File: config.mk
export PLATFORM = sky130hd
export DESIGN_NAME = crp_coef
export DESIGN_NICKNAME = d
export VERILOG_FILES = /design/src/crp_coef.sv
export SDC_FILE = /design/constraint.sdc
export NUM_CORES = 1
export LEC_CHECK = 0
export BUFFER_PORTS_ARGS = -buffer_cell sky130_fd_sc_hd__buf_2
export CAP_MARGIN = 0
export CELL_PAD_IN_SITES_DETAIL_PLACEMENT = 0
export CELL_PAD_IN_SITES_GLOBAL_PLACEMENT = 1
export CORE_MARGIN = 2
export CORE_UTILIZATION = 44
export CTS_CLUSTER_SIZE = 40
export DETAILED_ROUTE_END_ITERATION = 10
export HOLD_SLACK_MARGIN = 0.06
export PLACE_DENSITY_LB_ADDON = 0.1
export SLEW_MARGIN = 20
export SYNTH_ARGS = -nofsm -noshare
export SYNTH_HDL_FRONTEND = slang
export SYNTH_SLANG_ARGS = --single-unit
File: constraint.sdc
create_clock -name clk_i -period 6.3 [get_ports clk_i]
set_input_delay 1.26 -clock clk_i [delete_from_list [all_inputs] [get_ports clk_i]]
set_output_delay 1.26 -clock clk_i [all_outputs]
set_load 0.01 [all_outputs]
File: src/crp_coef.sv
`timescale 1ns / 1ps
// polynomial coefficient stage for one axis: a, b, c and p1 registered
// depends on nothing outside this file

module crp_coef #(
  parameter int unsigned CW = 24,
  parameter int unsigned AW = 30
) (
  input  logic                 clk_i,
  input  logic                 en_i,
  input  logic signed [CW-1:0] p0_i,
  input  logic signed [CW-1:0] p1_i,
  input  logic signed [CW-1:0] p2_i,
  input  logic signed [CW-1:0] p3_i,
  output logic signed [AW-1:0] a_o,
  output logic signed [AW-1:0] b_o,
  output logic signed [AW-1:0] c_o,
  output logic signed [CW-1:0] p1_o
);

  logic signed [AW-1:0] p0_e, p1_e, p2_e, p3_e;
  logic signed [AW-1:0] a_d, b_d, c_d;
  logic signed [AW-1:0] a_q, b_q, c_q;
  logic signed [CW-1:0] p1_q;

  assign p0_e = AW'(p0_i);
  assign p1_e = AW'(p1_i);
  assign p2_e = AW'(p2_i);
  assign p3_e = AW'(p3_i);

  // a = p2 - p0, b = 2p0 - 5p1 + 4p2 - p3, c = -p0 + 3p1 - 3p2 + p3
  always_comb begin
    a_d = p2_e - p0_e;
    b_d = (p0_e <<< 1) - ((p1_e <<< 2) + p1_e) + (p2_e <<< 2) - p3_e;
    c_d = ((p1_e <<< 1) + p1_e) - ((p2_e <<< 1) + p2_e) + p3_e - p0_e;
  end

  always_ff @(posedge clk_i) begin
    if (en_i) begin
      a_q  <= a_d;
      b_q  <= b_d;
      c_q  <= c_d;
      p1_q <= p1_i;
    end
  end

  assign a_o  = a_q;
  assign b_o  = b_q;
  assign c_o  = c_q;
  assign p1_o = p1_q;

endmodule

==> results of run 1 <==
==> placed cells by master, fill, tap and decap left out, drive strengths merged, types with 2 or more instances in the layout <==
cell type,n
and2,3
xnor2,36
nor3,5
a21o,33
o21a,13
and3,8
a41oi,2
buf,213
xor2,28
a32oi,2
ha,88
nand2,42
a211oi,7
o22ai,2
and4,3
a221oi,5
clkbuf,10
o21bai,5
clkinvlp,2
a31oi,6
or3,4
o21ai,50
o31ai,8
inv,332
fa,172
a21oi,62
nor2b,9
clkinv,3
nand4,14
nand3,9
nand2b,7
nor2,41
o211ai,10
edfxtp,108
diode,3
or2,2
a221o,4
a2111oi,4
==> power by group through the flow <==
stage	Combinational, mW	Clock, mW	Sequential [mW]
2_1_floorplan	2.48	0	1.43
3_3_place_gp	3.59	0	1.29
3_5_place_dp	3.61	0	1.29
4_1_cts	3.63	0.583	1.28
5_1_grt	4.08	0.602	1.30
6_report	3.56	0.563	1.27
==> flip-flops by register name (all words and copies together) (netlist names) <==
register	cells
c_o	29
p1_o	24
b_o	30
a_o	25
==> cell type report <==
| class | instances | area (sq um) | area share [%] |
|---|---|---|---|
| antenna | 3 | 7.51 | 0.0553 |
| inverter | 331 | 1240 | 9.16 |
| timing repair buffer | 213 | 1070 | 7.91 |
| sequential | 108 | 3240 | 23.9 |
| clock inverter | 6 | 40.0 | 0.295 |
| multi-input combinational | 699 | 7300 | 53.8 |
| tap | 341 | 427 | 3.15 |
| clock buffer | 10 | 229 | 1.69 |
==> logic make-up after synthesis <==
family	after synthesis	share of synthesized area (%)
buffers and inverters	346	11.1
adders and majority gates	260	38.3
AOI/OAI and AO/OA	225	12.4
and+or+nand+nor	150	6.09
DFF	108	27.3
xor gates and xnor gates	64	4.72
==> stage by stage <==
stage                     area (sq um)  setup WS, ps
after floorplan                  11900          1210
after global placement           13300           713
after detailed placement         13300           660
after CTS                        13600          1050
after global routing             13600           802
final                            13600          1000
==> path summary, 6_finish.rpt <==
| kind | startpoint | end |
|---|---|---|
| max | p2_i[1] | c_o[27] |
| min | p1_i[22] | p1_o[22] |
==> per-layer routing <==
layer / vias up / global-route usage (%) / part of all wire, %
met5: - / 0 / 0.12
met4: 6 / 4.35 / 1.2
met1: 4191 / 26.5 / 42
met2: 186 / 39.1 / 52
li1: 4120 / - / -
met3: 26 / 3.95 / 4.9
==> critical path, stage by stage <==
cell       delay, ps
buf_2            130
inv_1            160
fa_1             510
fa_1             570
inv_1             60
fa_1             530
inv_1             70
fa_1             450
a21oi_1          250
o211ai_1         190
o31ai_2          210
buf_4            180
a2bb2oi_1        290
a31oi_1          210
a41oi_1          250
o41ai_1          100
==> results.py, run 1 <==
metrics = {
    "timing": {
        "hold_violations": 0,
        "setup_viol": 0,
        "min_period_over_period_pct": 84.1,
        "finalSetupTns_ps": 0,
        "grt_setup_unrepaired": "no",
        "hold_slack_ps": 1080,
        "slew_headroom_pct": 44.4,
        "worstMarginPinSlew_ps": 834,
        "finalMaxSlewViolations": 0,
        "fin_crit_ps": 5300,
        "max_freq_ghz": 0.189,
    },
    "power": {
        "switchingPower_mw": 2.42,
        "p_sw_share_pct": 44.9,
        "leakagePower_nw": 6.80,
        "p_int_mw": 2.98,
        "power_density_nw_per_um2": 398,
        "power_mw": 5.40,
        "seqPwrFrac_pct": 23.6,
        "clkPwrFrac_pct": 10.4,
        "p_comb_share_pct": 66.0,
        "max-vdd-ir-drop_v": 0.000218,
    },
    "route": {
        "ant_nets": 0,
        "drt-initial-drc-count": 413,
        "viasPerCell": 4.98,
        "via_count": 8529,
        "wirelength_microns": 28900,
        "first_pass_iters": 5,
        "wl_per_cell_microns": 16.9,
        "drc_errors": 0,
    },
    "hold_path": {
        "min_path_cells": 1,
        "hp-class": "input pin to flip-flop",
    },
    "run": {
        "cap_violations": 0,
    },
    "global_route": {
        "track_usage_pct": 21.4,
        "grt_max_degree": 65,
        "grt_pass1_vias": 9046,
        "grt_overflow_total": 0,
        "grt_first_pass_wirelength_microns": 46200,
        "antenna_found_initial": 5,
    },
    "synthesis": {
        "ys_types": 56,
        "synthTopCellsByCount": "inv_1 (331), fa_1 (172), edfxtp_1 (108)",
        "synthCells": 1153,
        "synth_ff_type": "edfxtp_1",
        "synth_seq_cells": 108,
        "seq_area_frac_synth_pct": 27.3,
        "avgSynthCellArea_sq_um": 10.3,
        "yosysWarnings": 0,
        "synth_top_area_share_pct": 29.0,
        "syn_area_sq_um": 11900,
        "synthTopCellsByArea": "fa_1 (29%), edfxtp_1 (27%), inv_1 (10%), ha_1 (9.3%), xnor2_1 (2.7%)",
        "synth_top_area_cell": "fa_1",
        "synth_most_common_cell": "inv_1",
        "synth_edf_count": 108,
        "synth_nets": 1511,
        "ys_async_sr_fraction_pct": 0,
    },
    "worst_setup_path": {
        "crit_fanout": 5,
        "worst-setup-path-type": "input pin to flip-flop",
        "crit_arrival_ps": 5410,
        "cp.required_ps": 6410,
        "setup.worst_path.start_class": "input pin",
        "end_kind": "flip-flop",
    },
    "finish": {
        "syn_to_final_growth_pct": 14.3,
        "final_util_pct": 50.8,
        "stdcell_count": 1711,
        "nFillCells": 2597,
        "fin_nets": 1720,
        "drive_above_1_share_pct": 16.8,
    },
    "clocking": {
        "cts_hold_buf": 0,
        "cts_resized": 0,
        "clockBufferDepth": 2,
        "clkTransAtPathRegs_ps": 80,
        "cts_max_level": 3,
        "post_cts_buffers": 0,
        "clock_sinks": 108,
        "cts_buffers": 9,
        "root_buffer": "clkbuf_16",
        "cts_tree": "done",
    },
    "placed_design": {
        "gp_congestion": 0.873,
        "dp.cells": 1692,
        "port_buffers": 211,
        "dp_hpwl_microns": 25000,
    },
    "die": {
        "rows": 60,
        "dieArea_sq_um": 28300,
        "ios": 212,
        "core_area_sq_um": 26700,
        "die_w_microns": 168,
        "die_h_microns": 168,
        "initial_core_util_pct": 44.4,
    },
    "run_status": {
        "status": "complete, no violations",
    },
}
No activity file was read; power rests on OpenSTA's default activity.
==> run 2, diff against run 1 <==
clock period = 5.1 ns   (was 6.3 ns; I/O delays follow)
==> run 2 against run 1 <==
Effect of this change: cell area rose by 5.3%; power is 33% higher; utilization up 2.7 points; setup slack got worse by 690 ps; non-clock buffer count up 95; critical path type unchanged; largest cell class unchanged; highest routed layer unchanged.
==> results.py, run 2 (synthesized netlist as in run 1, its figures left out) <==
metrics = {
    "finish": {
        "final_area_sq_um": 14300,
        "final_common_cell": "inv_1",
        "largest_reg_flops": 30,
        "drive_above_1_share_pct": 22.5,
        "final_cell_mix": "inv_1 (331), buf_2 (210), fa_1 (172)",
        "stdcell_count": 1806,
        "final_util_pct": 53.5,
        "fin_nets": 1815,
        "syn_to_final_growth_pct": 20.4,
        "nFillCells": 2521,
        "multiInputGateArea_sq_um": 7310,
        "ff_latch_area_sq_um": 3240,
    },
    "placed_design": {
        "port_buffers": 211,
        "dpl-instance-area_sq_um": 14000,
        "dp_slack_ps": -135,
        "dp.cells": 1787,
        "gp_congestion": 0.886,
        "dp_hpwl_microns": 25900,
    },
    "worst_setup_path": {
        "path_cells": "buf_2 -> inv_1 -> fa_1 -> fa_1 -> inv_1 -> fa_1 -> inv_1 -> ha_1 -> nor2b_1 -> o31a_1 -> o31ai_4 -> o31ai_1 -> buf_4 -> a221o_1 -> a31oi_1 -> xnor2_1",
        "crit_buf_inv": 5,
        "crit_arrival_ps": 4900,
        "crit_slowest_cell": "fa_1",
        "end_kind": "flip-flop",
        "crit_fanout": 4,
        "cp.required_ps": 5210,
        "worst-setup-path-type": "input pin to flip-flop",
        "crit_family": "adder cells",
        "setup.worst_path.start_class": "input pin",
        "max_stage_delay_ps": 520,
    },
    "die": {
        "core_area_sq_um": 26700,
        "die_h_microns": 168,
        "die_w_microns": 168,
        "dieArea_sq_um": 28300,
        "ios": 212,
        "initial_core_util_pct": 44.4,
        "rows": 60,
    },
    "route": {
        "wirelength_microns": 29700,
        "first_pass_iters": 4,
        "drc_errors": 0,
        "viasPerCell": 4.91,
        "drt-initial-drc-count": 391,
        "wl_per_cell_microns": 16.4,
        "via_count": 8870,
        "ant_nets": 0,
    },
    "timing": {
        "slew_headroom_pct": 49.9,
        "hold_slack_ps": 847,
        "fin_crit_ps": 4790,
        "worst_slack_ps": 311,
        "finalMaxSlewViolations": 0,
        "finalSetupTns_ps": 0,
        "hold_violations": 0,
        "grt_setup_unrepaired": "no",
        "worstMarginPinSlew_ps": 752,
        "max_freq_ghz": 0.209,
        "min_period_over_period_pct": 93.9,
        "setup_viol": 0,
    },
    "global_route": {
        "grt_pass1_vias": 9454,
        "track_usage_pct": 21.9,
        "grt_first_pass_wirelength_microns": 47600,
        "antenna_found_initial": 5,
        "grt_overflow_total": 0,
        "grt_max_degree": 57,
    },
    "hold_path": {
        "min_from": "p1_i[22]",
        "min_delay_worst_endpoint": "p1_o[22]",
        "hp-class": "input pin to flip-flop",
        "min_path_cells": 1,
    },
    "run": {
        "cap_violations": 0,
    },
    "clocking": {
        "root_buffer": "clkbuf_16",
        "clkTransAtPathRegs_ps": 80,
        "clockBufferDepth": 2,
        "clock_sinks": 108,
        "cts_tree": "done",
        "cts_max_level": 3,
        "cts_resized": 0,
        "cts_hold_buf": 0,
        "post_cts_buffers": 0,
        "cts_buffers": 9,
    },
    "power": {
        "leakagePower_nw": 7.27,
        "max-vdd-ir-drop_v": 0.000245,
        "power_mw": 7.20,
        "power_density_nw_per_um2": 504,
    },
    "run_status": {
        "status": "complete, no violations",
    },
}
-- run 2: per-layer routing --
layer	wire, microns	track usage, %	vias to the layer above
li1	-	-	4319
met5	26	0	-
met4	225	3.22	4
met1	12300	27.2	4326
met3	1490	3.57	15
met2	15700	40.7	206
-- run 2: cell type report --
type,instances,area share (%)
multi-input cells,699,51.2
flip-flops and latches,108,22.7
repair buffers,308,12.5
inverters,331,8.69
well taps,341,2.99
clock buffers,9,1.58
clock inverters,7,0.341
diodes,3,0.0525
-- run 2: worst max-delay path by stage --
| stage | depth (start not counted) | endpoint | startpoint |
|---|---|---|---|
| after detailed placement | 17 | c_o[27] | p2_i[7] |
| after global routing | 17 | c_o[26] | p2_i[6] |
| final | 16 | b_o[22] | p1_i[2] |
| after CTS | 15 | c_o[27] | p2_i[1] |
| after global placement | 17 | c_o[27] | p2_i[7] |
| after floorplan | 14 | c_o[27] | p2_i[1] |
-- run 2: power breakdown --
group          internal [mW]  switching, mW
sequential              1.51         0.0671
clock                  0.336          0.370
combinational           2.25           2.67
total                   4.09           3.11
