## src/crp_final.sv

```systemverilog
`timescale 1ns / 1ps
// final halving (floor) and saturation to the coordinate range
// depends on nothing outside this file

module crp_final #(
  parameter int unsigned CW = 24,
  parameter int unsigned AW = 30
) (
  input  logic                 clk_i,
  input  logic                 en_i,
  input  logic signed [AW-1:0] sum_i,
  output logic signed [CW-1:0] res_o
);

  localparam logic signed [AW-1:0] SatHi = {{(AW-CW+1){1'b0}}, {(CW-1){1'b1}}};
  localparam logic signed [AW-1:0] SatLo = {{(AW-CW+1){1'b1}}, {(CW-1){1'b0}}};

  logic signed [AW-1:0] half;
  logic signed [CW-1:0] res_d, res_q;

  always_comb begin
    half = sum_i >>> 1;
    if (half > SatHi) begin
      res_d = SatHi[CW-1:0];
    end else if (half < SatLo) begin
      res_d = SatLo[CW-1:0];
    end else begin
      res_d = half[CW-1:0];
    end
  end

  always_ff @(posedge clk_i) begin
    if (en_i) begin
      res_q <= res_d;
    end
  end

  assign res_o = res_q;

endmodule

```

## config.mk

```make
export PLATFORM = sky130hd
export DESIGN_NAME = crp_final
export DESIGN_NICKNAME = d
export VERILOG_FILES = /design/src/crp_final.sv
export SDC_FILE = /design/constraint.sdc
export NUM_CORES = 1
export LEC_CHECK = 0
export BUFFER_PORTS_ARGS = -buffer_cell sky130_fd_sc_hd__buf_4
export CAP_MARGIN = 15
export CELL_PAD_IN_SITES_DETAIL_PLACEMENT = 1
export CELL_PAD_IN_SITES_GLOBAL_PLACEMENT = 1
export CORE_MARGIN = 2
export CORE_UTILIZATION = 33
export DETAILED_ROUTE_END_ITERATION = 10
export PLACE_DENSITY = 0.76
export SYNTH_ARGS = -nofsm -noshare
export SYNTH_HDL_FRONTEND = slang
export SYNTH_SLANG_ARGS = --single-unit
```

## constraint.sdc

```tcl
create_clock -name clk_i -period 1.13 [get_ports clk_i]
set_input_delay 0.226 -clock clk_i [delete_from_list [all_inputs] [get_ports clk_i]]
set_output_delay 0.226 -clock clk_i [all_outputs]
set_load 0.05 [all_outputs]
```

==> impl_metrics.yaml, run 1 <==
logic_synthesis:
  yosysWarnings: 0
  syn_nets: 90
  syn_area_per_cell_um2: 17.2
  synth_cell_types: 10
  synth_cells: 58
  syn-cell-area_um2: 995
  yosysSeqAreaShare: 0.725
  ys_ff_latch: 24
placement:
  port_buffers: 54
  place_congestion: 0.634
  hpwl_mm: 1.63
grt:
  use_met1: 0.139
  grt_max_degree: 25
  busiest_layer: "met2"
  grt_pass1_vias: 710
  track_usage: 0.134
  antenna_found_initial: 0
  grt-ovfl-total: 0
  grtUsageMet2: 0.237
  grt_pass1_wl_mm: 3.30
  use_met3: 0.0396
power_and_ir_drop:
  p_leak_nw: 0.624
  powerDensity_mw_per_mm2: 1520
  finalPower_mw: 2.36
  ir_worst_vdd_mv: 0.740
timing:
  tns_ps: -15.5
  rsz0062_at_grt: "true"
  slew_headroom: 0.621
  worst_pin_slew_ps: 567
  fmax_ghz: 0.878
  maxSlewViolCount: 0
  setup_ws_ps: -8.81
  timing.final.crit_period_ps: 1140
  setup_violations: 2
  hold_viol: 0
  period_share: 1.01
hold_path:
  whs_path_depth: 1
  holdPathEnd: "res_o[23]"
  min-delay-start: "sum_i[29]"
  hp-class: "input pin to flop"
setup_path:
  worstSetupPathType: "flop to primary output"
  critPathArrivalTime_ps: 910
  cpLargestDelayFamily: "flip-flops"
  critical_path.cell_chain: "buf_6"
  path_buf_inv: 1
  slowest_delay_ps: 430
  worst-path-max-fanout: 1
  crit_slowest_cell: "edfxtp_1"
  cp.required_ps: 900
  start_kind: "flop"
  cp_num_cells: 1
  end_kind: "primary output"
clocking:
  clock_tree.buffer_depth: 2
  ctsHoldBuffers: 0
  cts_tree: "built"
  clkSlewWorstSetupHoldPaths_ps: 130
  ctsRootBufferMaster: "clkbuf_4"
  htreeDepth: 1
  cts_buffers: 3
  cts.sinks: 24
final_layout:
  nets: 145
  drive_above_1_share: 0.563
  syn2layout_area_growth_pct: 56.1
  fillerInstances: 275
  largest_reg_flops: 24
  diodes: 0
  mostFrequentLayoutCell: "buf_4"
  final_cell_mix: "30 x buf_4, 24 x buf_6, 24 x edfxtp_1, 23 x o21a_1, 3 x clkbuf_4"
floorplanning:
  die_w_um: 58.9
  rows: 19
  fp.coreArea_mm2: 0.00281
  io_pins: 56
  die_area_mm2: 0.00347
  initial_core_util: 0.355
  die_y_um: 58.9
drt:
  post-route-drc-count: 5
  dr.pass1.iters: 7
  postRouteAntennaNets: 0
  drt_iter0_markers: 17
  avgViaCountPerCell: 4.84
  wl_per_cell_um: 15.9
  finalWirelength_mm: 2.28
  dr_total_vias: 692
run_status:
  violations: "DRC, setup timing"
  outcome: "finished, violations left"
job:
  drv_cap: 0
-- worst max path at each step --
stage	start	to	slack, ps
floorplan	sum_i[27]	res_o[10]	80
global placement	sum_i[24]	res_o[0]	-130
detailed placement	sum_i[24]	res_o[1]	-160
CTS	res_o[14]	res_o[14]	-40
global route	res_o[4]	res_o[4]	-60
finish	res_o[14]	res_o[14]	-9
-- stage by stage --
stage	hold slack [ps]	setup slack, ps	util	cells	instance area [µm²]
floorplan	338	83.7	-	58	995
global placement	453	-127	0.503	139	1410
detailed placement	458	-163	0.503	139	1410
CTS	122	-39.2	0.548	143	1540
global route	117	-59.1	0.554	143	1550
finish	140	-8.81	0.554	143	1550
-- cell usage after synthesis (all sizes together) --
cell type | instances | area share
a21oi | 1 | 0.0088
buf | 4 | 0.045
clkbuf | 1 | 0.0038
edfxtp | 24 | 0.72
nand2 | 1 | 0.0038
nand3 | 1 | 0.010
nor2 | 1 | 0.0038
nor3 | 1 | 0.010
o21a | 23 | 0.17
o21ai | 1 | 0.016
-- timing repair --
item / CTS / global route
resized for setup: 20 / 4
endpoints found under the setup margin: 20 / 24
setup buffers: 0 / 0
-- where the power goes --
group	internal (mW)	switching, mW	total [mW]
Clock	0.358	0.251	0.609
Combinational	0.254	0.386	0.640
Sequential	1.07	0.0366	1.11
Total	1.68	0.673	2.36
-- cell families (layout without fill, tap and decap cells) --
family                 after synthesis  count (layout)  synth area share
DFF                                 24              24             0.725
and+or+nand+nor                      4               4            0.0277
AOI/OAI and AO/OA                   25              25             0.199
buffers and inverters                5              59            0.0490
-- layer usage --
layer / vias up / wire, µm
li1: 329 / -
met1: 322 / 781
met2: 35 / 1260
met3: 6 / 167
met4: 0 / 65
met5: - / 0
-- layout make-up --
| cell class | instances | area, µm² | share of cell area |
|---|---|---|---|
| clock buffers | 3 | 22.5 | 0.0145 |
| repair buffers | 55 | 515 | 0.332 |
| well taps | 31 | 38.8 | 0.0250 |
| clock inverters | 1 | 30.0 | 0.0193 |
| flip-flops and latches | 24 | 721 | 0.464 |
| multi-input cells | 29 | 225 | 0.145 |
(Power assumes the default switching activity.)
==> run 2: changes to the inputs <==
--- a/config.mk
+++ b/config.mk
@@ -13,6 +13,7 @@
 export CORE_UTILIZATION = 33
 export DETAILED_ROUTE_END_ITERATION = 10
 export PLACE_DENSITY = 0.76
+export SETUP_SLACK_MARGIN = 0.05
 export SYNTH_ARGS = -nofsm -noshare
 export SYNTH_HDL_FRONTEND = slang
 export SYNTH_SLANG_ARGS = --single-unit
==> impl_metrics.yaml, run 2 (synthesis gave the netlist of run 1 again) <==
drt:
  post-route-drc-count: 5
  wl_per_cell_um: 15.9
  postRouteAntennaNets: 0
  finalWirelength_mm: 2.28
  drt_iter0_markers: 17
  avgViaCountPerCell: 4.84
  dr_total_vias: 692
  dr.pass1.iters: 7
clocking:
  cts_tree: "built"
  post_cts_buffers: 0
  clock_tree.buffer_depth: 2
  ctsRootBufferMaster: "clkbuf_4"
  cts_buffers: 3
  cts.sinks: 24
  clkSlewWorstSetupHoldPaths_ps: 130
  htreeDepth: 1
floorplanning:
  die_area_mm2: 0.00347
  io_pins: 56
  fp.coreArea_mm2: 0.00281
  die_w_um: 58.9
  die_y_um: 58.9
  initial_core_util: 0.355
  rows: 19
setup_path:
  start_kind: "flop"
  path_buf_inv: 1
  worstSetupPathType: "flop to primary output"
  crit_slowest_cell: "edfxtp_1"
  critical_path.cell_chain: "buf_6"
  cpLargestDelayFamily: "flip-flops"
  worst-path-max-fanout: 1
  end_kind: "primary output"
  slowest_delay_ps: 430
  critPathArrivalTime_ps: 920
  cp.required_ps: 900
final_layout:
  final_cell_mix: "30 x buf_4, 24 x buf_6, 24 x edfxtp_1, 23 x o21a_1, 3 x clkbuf_4"
  drive_above_1_share: 0.563
  nets: 145
  diodes: 0
  fin_area_mm2: 0.00155
  largest_reg_flops: 24
  fin_cells: 143
  final_util: 0.554
  mostFrequentLayoutCell: "buf_4"
  syn2layout_area_growth_pct: 56.1
hold_path:
  hp-class: "input pin to flop"
grt:
  busiest_layer: "met2"
  grt-ovfl-total: 0
  track_usage: 0.135
  grt_pass1_wl_mm: 3.31
  grt_max_degree: 25
  grt_pass1_vias: 717
  antenna_found_initial: 0
  use_met3: 0.0374
  grtUsageMet2: 0.243
  use_met1: 0.138
job:
  drv_cap: 0
power_and_ir_drop:
  p_leak_nw: 0.624
  p_int_mw: 1.68
  pwr-share-comb: 0.271
  ir_worst_vdd_mv: 0.740
  switchingPower_mw: 0.673
  clockPowerShare: 0.258
  seqPwrFrac: 0.470
  p_sw_frac: 0.285
  powerDensity_mw_per_mm2: 1520
timing:
  period_share: 1.01
  setup_violations: 2
  hold_viol: 0
  worst_pin_slew_ps: 567
  rsz0062_at_grt: "true"
  maxSlewViolCount: 0
  timing.final.crit_period_ps: 1140
  fmax_ghz: 0.876
  slew_headroom: 0.621
  setup_ws_ps: -11.3
placement:
  port_buffers: 54
  place_congestion: 0.634
  place_inst: 139
  placed_area_mm2: 0.00141
  hpwl_mm: 1.63
run_status:
  violations: "DRC, setup timing"
  outcome: "finished, violations left"
[run 2: cell counts in the layout (fill, tap and decap cells not counted)]
Identical to the previous run, type by type.
[run 2: path summary, 6_finish.rpt]
| path | from | to | slack [ps] | cells after the start |
|---|---|---|---|---|
| max | res_o[14] | res_o[14] | -10 | 1 |
| min | sum_i[29] | res_o[23] | 140 | 1 |
[run 2: area by class of cell]
class / count / area (µm²)
fillers: 277 / 1250
flip-flops and latches: 24 / 721
repair buffers: 55 / 515
multi-input cells: 29 / 225
well taps: 31 / 38.8
clock inverters: 1 / 30.0
clock buffers: 3 / 22.5
[run 2: timing repair]
action                     in CTS  in global routing
hold buffers                    0                  0
setup endpoints to repair      24                 24
gates resized for setup        24                  0
gates cloned                    0                  0
[run 2: power groups by stage]
stage | registers, mW | logic (mW) | clock network [mW]
2_1_floorplan | 1.39 | 0.0910 | 0
3_3_place_gp | 1.11 | 0.589 | 0
3_5_place_dp | 1.12 | 0.599 | 0
4_1_cts | 1.11 | 0.645 | 0.637
5_1_grt | 1.12 | 0.668 | 0.670
6_report | 1.11 | 0.640 | 0.609
[run 2: stage by stage]
stage	setup slack, ps	hold WS (ps)	total power, mW	TNS [ps]
2_1_floorplan	83.7	338	1.48	0
5_1_grt	-59.1	117	2.45	-780
4_1_cts	-39.2	122	2.39	-174
3_5_place_dp	-163	458	1.71	-3340
3_3_place_gp	-127	453	1.70	-2790
6_report	-11.3	140	2.36	-17.9
[run 2: routing by layer]
layer | routed length, µm | vias up
li1 | - | 329
met1 | 782 | 322
met2 | 1260 | 35
met3 | 166 | 6
met4 | 65 | 0
met5 | 0 | -
==> run 3: changes to the inputs <==
--- a/config.mk
+++ b/config.mk
@@ -10,9 +10,9 @@
 export CELL_PAD_IN_SITES_DETAIL_PLACEMENT = 1
 export CELL_PAD_IN_SITES_GLOBAL_PLACEMENT = 1
 export CORE_MARGIN = 2
-export CORE_UTILIZATION = 33
+export CORE_UTILIZATION = 25
 export DETAILED_ROUTE_END_ITERATION = 10
-export PLACE_DENSITY = 0.76
+export PLACE_DENSITY = 0.6
 export SETUP_SLACK_MARGIN = 0.05
 export SYNTH_ARGS = -nofsm -noshare
 export SYNTH_HDL_FRONTEND = slang
==> impl_metrics.yaml, run 3 (synthesis gave the netlist of run 1 again) <==
drt:
  wl_per_cell_um: 15.2
  avgViaCountPerCell: 4.40
  dr_total_vias: 713
  postRouteAntennaNets: 0
  drt_iter0_markers: 13
  finalWirelength_mm: 2.46
  post-route-drc-count: 0
  dr.pass1.iters: 4
hold_path:
  hp-class: "input pin to flop"
  whs_path_depth: 1
final_layout:
  diodes: 0
  nets: 147
  syn2layout_area_growth_pct: 61.0
  drive_above_1_share: 0.570
  fillerInstances: 408
  seq_area_um2: 721
  largest_reg_flops: 24
  mostFrequentLayoutCell: "buf_4"
  fin_area_mm2: 0.00160
  multi_input_area_um2: 241
  final_cell_mix: "35 x buf_4, 24 x edfxtp_1, 23 x o21a_1, 20 x buf_6, 3 x clkbuf_8"
timing:
  period_share: 0.943
  setup_ws_ps: 64.2
  setup_violations: 0
  fmax_ghz: 0.938
  maxSlewViolCount: 0
  slew_headroom: 0.736
  tns_ps: 0
  worst_pin_slew_ps: 395
  timing.final.crit_period_ps: 1070
  hold_viol: 0
  rsz0062_at_grt: "true"
power_and_ir_drop:
  p_sw_frac: 0.279
  ir_worst_vdd_mv: 0.715
  powerDensity_mw_per_mm2: 1560
  p_leak_nw: 0.635
  clockPowerShare: 0.298
  p_int_mw: 1.80
  pwr-share-comb: 0.259
  switchingPower_mw: 0.695
  seqPwrFrac: 0.444
clocking:
  cts.sinks: 24
  post_cts_buffers: 0
  ctsRootBufferMaster: "clkbuf_8"
  cts_tree: "built"
  htreeDepth: 1
  clock_tree.buffer_depth: 2
  cts_buffers: 3
  ctsHoldBuffers: 0
  clkSlewWorstSetupHoldPaths_ps: 90
setup_path:
  worstSetupPathType: "flop to primary output"
  cp-endpoint: "res_o[23]"
  critical_path.startpoint: "res_o[23]"
  slowest_delay_ps: 400
  path_buf_inv: 1
  cpLargestDelayFamily: "flip-flops"
  critPathArrivalTime_ps: 840
  crit_slowest_cell: "edfxtp_1"
  cp_num_cells: 1
  end_kind: "primary output"
  critical_path.cell_chain: "buf_6"
  worst-path-max-fanout: 1
  cp.required_ps: 900
  start_kind: "flop"
grt:
  grt-ovfl-total: 0
  grt_max_degree: 25
  track_usage: 0.108
  grt_pass1_wl_mm: 3.48
  grt_pass1_vias: 763
  antenna_found_initial: 0
run_status:
  outcome: "complete, no violations"
job:
  drv_cap: 0
placement:
  place_congestion: 0.615
  placed_area_mm2: 0.00144
  port_buffers: 54
  place_ws_ps: -174
floorplanning:
  rows: 22
  die_area_mm2: 0.00450
  initial_core_util: 0.266
  die_y_um: 67.1
  io_pins: 56
  die_w_um: 67.1
  fp.coreArea_mm2: 0.00374
==> run 3: how the worst min path moves through the flow <==
stage                   start        end  slack, ps
CTS                 sum_i[29]  res_o[23]        170
floorplan                en_i   res_o[0]        340
detailed placement  sum_i[29]  res_o[23]        450
global route        sum_i[29]  res_o[23]        210
finish              sum_i[29]  res_o[23]        220
global placement    sum_i[29]  res_o[23]        450
==> run 3: timing repair <==
action	CTS	global route
cloned	0	1
pin swaps	0	1
resized for setup	10	11
setup endpoints to repair	10	41
==> run 3: power groups by stage <==
stage	Clock (mW)	Combinational, mW	Sequential [mW]
finish	0.742	0.644	1.10
global route	0.791	0.677	1.11
CTS	0.769	0.621	1.10
detailed placement	0	0.601	1.11
global placement	0	0.595	1.11
floorplan	0	0.0910	1.39
==> run 3: metrics by stage <==
stage          std cells  power [mW]  hold slack, ps  utilization
4_1_cts              161        2.49             168        0.413
3_5_place_dp         157        1.72             453        0.384
6_report             162        2.49             217        0.428
3_3_place_gp         157        1.71             450        0.384
5_1_grt              162        2.58             209        0.428
2_1_floorplan         58        1.48             338            -
==> run 3: area by class of cell <==
type,count,area share
timing repair buffer,56,0.317
tap,48,0.0375
sequential,24,0.450
multi-input combinational,30,0.151
clock buffer,3,0.0258
clock inverter,1,0.0187
==> run 3: layer usage <==
| layer | wire length [µm] | part of all wire | vias to the layer above | global-route usage |
|---|---|---|---|---|
| met4 | 23 | 0.0094 | 0 | 0.0536 |
| met5 | 0 | 0 | - | 0 |
| met1 | 922 | 0.38 | 344 | 0.114 |
| met3 | 221 | 0.090 | 2 | 0.0473 |
| li1 | - | - | 338 | - |
| met2 | 1290 | 0.53 | 29 | 0.181 |
