File: src/crp_step.sv
`timescale 1ns / 1ps
// one horner step: multiply by t, then round half up, drop t fraction, add
// two register stages; depends on nothing outside this file

module crp_step #(
  parameter int unsigned AW = 30,
  parameter int unsigned TW = 16
) (
  input  logic                 clk_i,
  input  logic                 en_i,
  input  logic signed [AW-1:0] acc_i,
  input  logic        [TW-1:0] t_i,
  input  logic signed [AW-1:0] addend_i,
  output logic signed [AW-1:0] res_o
);

  localparam int unsigned PW = AW + TW + 1;
  localparam logic signed [PW-1:0] RndHalf = PW'(1) <<< (TW - 1);

  logic signed [PW-1:0] prod_d, prod_q;
  logic signed [AW-1:0] addend_q;
  logic signed [PW-1:0] rnd;
  logic signed [AW-1:0] shifted;
  logic signed [AW-1:0] res_d, res_q;

  // exact product, t treated as a non-negative value
  assign prod_d = PW'(acc_i) * PW'($signed({1'b0, t_i}));

  // the scaled value never exceeds the accumulator magnitude, so it fits in AW
  always_comb begin
    rnd     = prod_q + RndHalf;
    shifted = AW'(rnd >>> TW);
    res_d   = shifted + addend_q;
  end

  always_ff @(posedge clk_i) begin
    if (en_i) begin
      prod_q   <= prod_d;
      addend_q <= addend_i;
      res_q    <= res_d;
    end
  end

  assign res_o = res_q;

endmodule

File: config.mk
export PLATFORM = sky130hd
export DESIGN_NAME = crp_step
export DESIGN_NICKNAME = d
export VERILOG_FILES = /design/src/crp_step.sv
export SDC_FILE = /design/constraint.sdc
export NUM_CORES = 1
export LEC_CHECK = 0
export BUFFER_PORTS_ARGS = -buffer_cell sky130_fd_sc_hd__buf_4
export CAP_MARGIN = 40
export CORE_MARGIN = 2
export CORE_UTILIZATION = 40
export CTS_CLUSTER_DIAMETER = 80
export DETAILED_ROUTE_END_ITERATION = 16
export PLACE_DENSITY = 0.55
export RECOVER_POWER = 50
export SYNTH_ARGS = -nofsm -noshare
export SYNTH_HDL_FRONTEND = slang
export SYNTH_SLANG_ARGS = --single-unit
File: constraint.sdc
create_clock -name clk_i -period 9.1 [get_ports clk_i]
set_input_delay 1.82 -clock clk_i [delete_from_list [all_inputs] [get_ports clk_i]]
set_output_delay 1.82 -clock clk_i [all_outputs]
set_load 0.02 [all_outputs]
==> results of run 1 <==
==> worst max-delay path, stage by stage <==
cell	delay, ns
buf_4	0.39
nand2_1	0.15
fa_1	0.56
inv_1	0.05
fa_1	0.48
fa_1	0.57
fa_1	0.44
fa_1	0.54
inv_1	0.07
fa_1	0.48
inv_1	0.04
ha_1	0.34
a21o_1	0.21
a31o_2	0.22
a221oi_2	0.26
o21ai_1	0.23
o21ba_2	0.33
a31oi_4	0.19
o211ai_2	0.16
a41oi_1	0.27
xnor2_1	0.09
==> path summary, 6_finish.rpt <==
check | end | start
max | prod_q[45]$_DFFE_PP_ | t_i[8]
min | res_o[0]$_DFFE_PP_ | addend_q[0]$_DFFE_PP_
max reg2reg | res_o[29]$_DFFE_PP_ | prod_q[17]$_DFFE_PP_
min reg2reg | res_o[0]$_DFFE_PP_ | addend_q[0]$_DFFE_PP_
==> metrics by stage <==
step | util | hold slack [ns]
after global placement | 0.4316 | 0.5346
after CTS | 0.4379 | 0.5562
final | 0.4353 | 0.5512
after detailed placement | 0.4316 | 0.5406
after floorplan | - | 0.5256
after global routing | 0.4353 | 0.5724
==> sequential cells by signal, indices dropped and copies added (netlist names) <==
register,cells
addend_q,30
prod_q,31
res_o,30
==> per-layer routing <==
metal	track usage	wire (µm)	up-vias	share of wire
met5	0	0	-	0
met4	0.04127	765	0	0.015
met3	0.02677	3047	43	0.060
met2	0.3181	22720	388	0.44
met1	0.2948	24660	7130	0.48
li1	-	-	6513	-
==> cell families after synthesis <==
kind of cell | count (synthesis) | share of synthesized area
simple gates | 622 | 0.1448
buf+inv | 619 | 0.1118
fa+ha+maj | 593 | 0.5214
compound gates | 158 | 0.05051
xor+xnor | 95 | 0.04004
flops | 91 | 0.1315
==> cells in the final DEF (no fill, tap or decap), types with 15 or more instances in the layout <==
| cell | netlist | layout |
|---|---|---|
| a21o_1 | 23 | 23 |
| a21oi_1 | 48 | 49 |
| and2_1 | 201 | 201 |
| and3_1 | 15 | 15 |
| buf_4 | 0 | 49 |
| clkbuf_1 | 80 | 34 |
| clkbuf_4 | 0 | 25 |
| edfxtp_1 | 91 | 91 |
| fa_1 | 455 | 455 |
| ha_1 | 138 | 138 |
| inv_1 | 538 | 538 |
| nand2_1 | 312 | 312 |
| nand3_1 | 18 | 18 |
| nor2_1 | 36 | 36 |
| o21ai_0 | 27 | 27 |
| xnor2_1 | 70 | 70 |
| xor2_1 | 25 | 25 |
==> cell type report <==
class,instances,area share
Multi-Input combinational cell,1468,0.7041
Sequential cell,91,0.1224
Inverter,538,0.09043
Tap cell,680,0.03810
Timing Repair Buffer,108,0.03059
Clock buffer,9,0.01009
Clock inverter,7,0.004370
==> impl_metrics.tcl, run 1 <==
set metrics [dict create \
    grt_max_degree 52 \
    crit_arrival_ns 7.91 \
    hold_path_depth 1 \
    syn_inst 2178 \
    clkTransAtPathRegs_ns 0.07 \
    critPathLaunchType "input port" \
    rows 83 \
    ctsHtreeMaxLevel 3 \
    timing.setup.tns_ns 0 \
    violations "capacitance limit, slew limit" \
    portBuffers 107 \
    final_cells 2901 \
    seqCellArea_um2 2733 \
    synth-seq-cells 91 \
    cts_tree "built" \
    crit_required_ns 9.21 \
    yosysWarnings 0 \
    num-fill-cells 5053 \
    synth_ff_type "edfxtp_1" \
    ctsHoldBuffers 0 \
    tightest_slew_ns 2.090 \
    drive_gt1_frac 0.04728 \
    dieHeight_um 231.9 \
    place.gp.congestion 0.8890 \
    fin_crit_ns 7.806 \
    synth_edf_count 91 \
    wl_per_cell_um 17.64 \
    syn-num-nets 2849 \
    start_util 0.4051 \
    dr_total_vias 14070 \
    syn_area_um2 20780 \
    io_pins 108 \
    post-cts-setup-buffers 0 \
    grt_usage 0.2008 \
    dp_slack_ns 0.9866 \
    drtAntennaViolNets 0 \
    postSynthAreaPerCell_um2 9.542 \
    synth_commonest_cells "inv_1, fa_1, nand2_1" \
    max-cap-violations 1 \
    setup_viol 0 \
    outcome "complete, but fails checks" \
    cts.path.max_buffers 2 \
    place_area_um2 22140 \
    grt_pass1_vias 15570 \
    dr.pass1.iters 5 \
    viasPerCell 4.851 \
    period_share 0.8578 \
    dieArea_um2 53800 \
    synth_area_leader_cell "fa_1" \
    async_flop_share 0 \
    worstHoldPathType "flip-flop to flip-flop" \
    hold_viol 0 \
    cp_max_fo 30 \
    dpl.hpwl_mm 41.08 \
    yosysTopAreaCellShare 0.4383 \
    post_cts_resized 0 \
    postLayoutCellArea_um2 22330 \
    n_antenna_cell 0 \
    ff2ff_setup_slack_ns 4.96 \
    synthTopCellsByArea "fa_1, edfxtp_1, inv_1, ha_1, and2_1" \
    clock_latency_ns 0.36 \
    coreArea_um2 51300 \
    cts-root-buf "clkbuf_16" \
    cp-end-kind "flip-flop" \
    relSlewSlack -0.3931 \
    clock_sinks 91 \
    drt_iter0_drc 878 \
    yosysMostFrequentCell "inv_1" \
    setup_ws_ns 1.294 \
    area_growth_pct 7.453 \
    dpl.cell_count 2885 \
    fin_nets 2887 \
    seq_area_frac_synth 0.1315 \
    fp.dieW_um 231.9 \
    slew_viol_final 42 \
    antenna_found_initial 0 \
    path_class "input port to flip-flop" \
    routed_wl_mm 51.19 \
    overflow 0 \
    ys_types 60 \
    reg2regPathDepth 16 \
    grt_pass1_wl_mm 83.61 \
    fmax_ghz 0.1281 \
    multiInputGateArea_um2 15720 \
    rsz0062_at_grt "no" \
    cts_buffers 9 \
    drc 0 \
    final.setup_skew_ns 0.01005 \
]
Power of run 1 is not shown: default switching activity piles up to over one toggle a cycle in this logic, so the estimate is an artifact.
==> inputs of run 2 (changes only) <==
--- a/config.mk
+++ b/config.mk
@@ -9,10 +9,12 @@
 export CAP_MARGIN = 40
 export CORE_MARGIN = 2
 export CORE_UTILIZATION = 40
+export CTS_BUF_LIST = sky130_fd_sc_hd__clkbuf_4 sky130_fd_sc_hd__clkbuf_8
 export CTS_CLUSTER_DIAMETER = 80
 export DETAILED_ROUTE_END_ITERATION = 16
 export PLACE_DENSITY = 0.55
 export RECOVER_POWER = 50
+export REMOVE_ABC_BUFFERS = 1
 export SYNTH_ARGS = -nofsm -noshare
 export SYNTH_HDL_FRONTEND = slang
 export SYNTH_SLANG_ARGS = --single-unit
==> run 2 against run 1 <==
  * The run still ends with capacitance limit, slew limit left
  * Via count hardly changed
  * Largest cell class unchanged
  * Routed wire length is 0.11% lower
  * Global-route usage is 0.35 points lower
  * First-iteration DRC count is 2.2% lower
  * Critical path type unchanged
==> impl_metrics.tcl, run 2 (synthesis gave the netlist of run 1 again) <==
set metrics [dict create \
    dieHeight_um 231.9 \
    clock_sinks 91 \
    cts.path.max_buffers 2 \
    dpl.hpwl_mm 41.47 \
    path_buf_inv 4 \
    tightest_slew_ns 3.328 \
    ctsHtreeMaxLevel 3 \
    crit_path_max_incr_delay_ns 0.54 \
    ctsHoldBuffers 0 \
    period_share 0.8457 \
    num-fill-cells 5087 \
    final_cells 2901 \
    cp_top_family "adder cells" \
    post_cts_resized 0 \
    path_cells "buf_4 > nand2_1 > fa_1 > fa_1 > fa_1 > inv_1 > fa_1 > fa_1 > inv_1 > fa_1 > inv_1 > ha_1 > a21o_1 > a31o_2 > a221oi_2 > o21ai_1 > o21ba_2 > a31oi_4 > o211ai_2 > a41oi_1 > xnor2_1" \
    cp_max_fo 30 \
    cp-end-kind "flip-flop" \
    antenna_found_initial 0 \
    violations "capacitance limit, slew limit" \
    relSlewSlack -1.218 \
    n_antenna_cell 0 \
    setup_viol 0 \
    dieArea_um2 53800 \
    crit_required_ns 9.25 \
    final_common_cell "inv_1" \
    final.setup_skew_ns 0.01619 \
    start_util 0.4051 \
    post-cts-setup-buffers 0 \
    overflow 0 \
    rows 83 \
    fin_nets 2887 \
    crit_path_start "t_i[2]" \
    grt_pass1_vias 15180 \
    seqCellArea_um2 2733 \
    grt_pass1_wl_mm 82.21 \
    cts_tree "built" \
    viasPerCell 4.849 \
    timing.setup.tns_ns 0 \
    cts_buffers 9 \
    drt_iter0_drc 859 \
    max-cap-violations 2 \
    top_register "prod_q" \
    drc 0 \
    crit_top_cell "fa_1" \
    drtAntennaViolNets 0 \
    worstHoldPathType "flip-flop to flip-flop" \
    clkTransAtPathRegs_ns 0.11 \
    critPathSlowestCell "fa_1" \
    slew_viol_final 93 \
    grt_usage 0.1973 \
    coreArea_um2 51300 \
    io_pins 108 \
    crit_arrival_ns 7.85 \
    wl_per_cell_um 17.63 \
    fin_crit_ns 7.696 \
    fp.dieW_um 231.9 \
    dr.pass1.iters 5 \
    place.gp.congestion 0.8953 \
    outcome "complete, but fails checks" \
    largest_reg_flops 31 \
    grt_max_degree 65 \
    portBuffers 107 \
    fmax_ghz 0.1299 \
    final_core_util 0.4325 \
    dr_total_vias 14070 \
    r2r_start "prod_q[17]$_DFFE_PP_" \
    cts-root-buf "clkbuf_8" \
    area_growth_pct 6.755 \
    rsz0062_at_grt "no" \
    multiInputGateArea_um2 15720 \
    worstHoldStart "addend_q[0]$_DFFE_PP_" \
    drive_gt1_frac 0.04638 \
    dpl.cell_count 2885 \
    clock_latency_ns 0.39 \
    critPathLaunchType "input port" \
    hold_viol 0 \
    routed_wl_mm 51.13 \
    final_cell_mix "inv_1, fa_1, nand2_1, and2_1, ha_1" \
    path_class "input port to flip-flop" \
]
==> run 2: cell type report <==
type | count | share of cell area
flip-flops and latches | 91 | 0.1232
repair buffers | 108 | 0.03028
inverters | 538 | 0.09102
clock inverters | 7 | 0.002933
multi-input cells | 1468 | 0.7087
clock buffers | 9 | 0.005583
well taps | 680 | 0.03835
==> run 2: routing by layer <==
metal | up-vias | share of wire | track usage | wire length, µm
li1 | 6525 | - | - | -
met1 | 7117 | 0.50 | 0.2980 | 25380
met2 | 394 | 0.43 | 0.2993 | 21790
met3 | 31 | 0.069 | 0.03598 | 3516
met4 | 0 | 0.0086 | 0.03205 | 442
met5 | - | 0 | 0 | 0
==> run 2: final timing paths <==
check | to | slack, ns | depth (start not counted)
hold / removal | res_o[0]$_DFFE_PP_ | 0.56 | 1
setup reg to reg | res_o[29]$_DFFE_PP_ | 5.04 | 16
hold reg to reg | res_o[0]$_DFFE_PP_ | 0.56 | 1
setup / recovery | prod_q[45]$_DFFE_PP_ | 1.40 | 21
==> run 2: stage by stage <==
stage          cell area [µm²]  hold WS (ns)  worst slack (ns)
2_1_floorplan            20480        0.5256             1.759
3_3_place_gp             22140        0.5382             1.077
3_5_place_dp             22140        0.5440            0.9793
4_1_cts                  22330        0.5676             1.436
5_1_grt                  22190        0.5947             1.135
6_report                 22190        0.5600             1.404
Power of run 2 is left out for the same reason.
==> inputs of run 3 (changes only) <==
==> constraint.sdc (replaced) <==
create_clock -name clk_i -period 7.1 [get_ports clk_i]
set_input_delay 1.42 -clock clk_i [delete_from_list [all_inputs] [get_ports clk_i]]
set_output_delay 1.42 -clock clk_i [all_outputs]
set_load 0.02 [all_outputs]
==> run 3 against run 2 <==
  * The run still ends with capacitance limit, slew limit left
  * Die area stayed put
  * Non-clock buffer count is 166 higher
  * Cell area is 6.4% higher
  * Critical path depth is 2 higher
  * Hold slack better by 0.012 ns
  * Sequential share of layout area is 0.74 points lower
  * Highest routed layer unchanged
  * Register-to-register slack worse by 2.0 ns
==> impl_metrics.tcl, run 3 (synthesis gave the netlist of run 1 again) <==
set metrics [dict create \
    grt_usage 0.1967 \
    violations "capacitance limit, slew limit" \
    rows 83 \
    setup_ws_ns 0.1899 \
    setup_viol 0 \
    period_share 0.9733 \
    clock_latency_ns 0.38 \
    ctsHtreeMaxLevel 3 \
    place.gp.congestion 0.8968 \
    fmax_ghz 0.1447 \
    drt_iter0_drc 813 \
    grt_pass1_wl_mm 83.70 \
    multiInputGateArea_um2 15750 \
    portBuffers 107 \
    final.setup_skew_ns 0.01038 \
    cp-end-kind "flip-flop" \
    drc 0 \
    antenna_found_initial 0 \
    dr.pass1.iters 5 \
    cts-root-buf "clkbuf_8" \
    dpl.cell_count 3050 \
    dieHeight_um 231.9 \
    routed_wl_mm 49.90 \
    coreArea_um2 51300 \
    largest_reg_flops 31 \
    final_cells 3067 \
    seqCellArea_um2 2733 \
    relSlewSlack -1.028 \
    num-fill-cells 5019 \
    crit_arrival_ns 7.04 \
    dpl.hpwl_mm 44.00 \
    grt_max_degree 61 \
    cts_buffers 9 \
    clkTransAtPathRegs_ns 0.08 \
    start_util 0.4051 \
    n_antenna_cell 0 \
    cts_tree "built" \
    ctsHoldBuffers 0 \
    tightest_slew_ns 3.041 \
    wl_per_cell_um 16.27 \
    ff2ff_setup_slack_ns 3.05 \
    critPathLaunchType "input port" \
    max-cap-violations 2 \
    worstHoldPathType "flip-flop to flip-flop" \
    path_class "input port to flip-flop" \
    area_growth_pct 13.56 \
    top_register "prod_q" \
    dieArea_um2 53800 \
    cts.path.max_buffers 2 \
    drtAntennaViolNets 0 \
    dp_slack_ns -0.2847 \
    final_common_cell "inv_1" \
    fin_nets 3053 \
    outcome "complete, but fails checks" \
    drive_gt1_frac 0.1131 \
    overflow 0 \
    timing.setup.tns_ns 0 \
    slew_viol_final 94 \
    final_cell_mix "inv_1, fa_1, nand2_1, buf_4, and2_1" \
    io_pins 108 \
    clock_sinks 91 \
    dr_total_vias 14470 \
    grt_pass1_vias 15990 \
    crit_required_ns 7.23 \
    fin_crit_ns 6.910 \
    fp.dieW_um 231.9 \
    cp_max_fo 16 \
    hold_viol 0 \
    viasPerCell 4.719 \
    holdWs_ns 0.5717 \
]
-- run 3: routing by layer --
metal,vias up,global-route usage,part of all wire
met3,46,0.02198,0.046
met2,312,0.3191,0.46
li1,6852,-,-
met1,7264,0.2859,0.48
met5,-,0,0
met4,0,0.03906,0.014
-- run 3: what timing repair did --
item	in CTS	in global routing
endpoints found under the setup margin	0	11
resized for setup	0	10
setup buffers	0	1
-- run 3: critical path, stage by stage --
cell	delay, ns
buf_4	0.13
buf_4	0.19
and2_1	0.20
fa_1	0.54
inv_1	0.05
fa_1	0.48
fa_1	0.52
inv_1	0.05
fa_1	0.52
fa_1	0.52
inv_1	0.05
fa_1	0.48
inv_1	0.05
ha_1	0.30
and3_1	0.22
a221oi_2	0.28
o21ai_2	0.12
o21ba_4	0.26
a31oi_4	0.16
buf_4	0.15
o21bai_1	0.07
a21oi_1	0.19
xnor2_1	0.08
-- run 3: path summary, 6_finish.rpt --
check,startpoint,to,cells past startpoint
hold / removal,addend_q[0]$_DFFE_PP_,res_o[0]$_DFFE_PP_,1
setup / recovery,t_i[5],prod_q[41]$_DFFE_PP_,23
setup reg to reg,prod_q[17]$_DFFE_PP_,res_o[28]$_DFFE_PP_,15
hold reg to reg,addend_q[0]$_DFFE_PP_,res_o[0]$_DFFE_PP_,1
-- run 3: final cells by class --
cell class              count  area share
repair buffers            274     0.08472
clock inverters             6    0.004824
flip-flops and latches     91      0.1158
inverters                 538     0.08556
well taps                 680     0.03605
clock buffers              10    0.005566
multi-input cells        1468      0.6675
-- run 3: metrics by stage --
step / instance area [µm²] / util
3_3_place_gp: 23480 / 0.4577
4_1_cts: 23720 / 0.4624
3_5_place_dp: 23480 / 0.4577
6_report: 23600 / 0.4601
2_1_floorplan: 20480 / -
5_1_grt: 23600 / 0.4601
Power of run 3 is left out for the same reason.
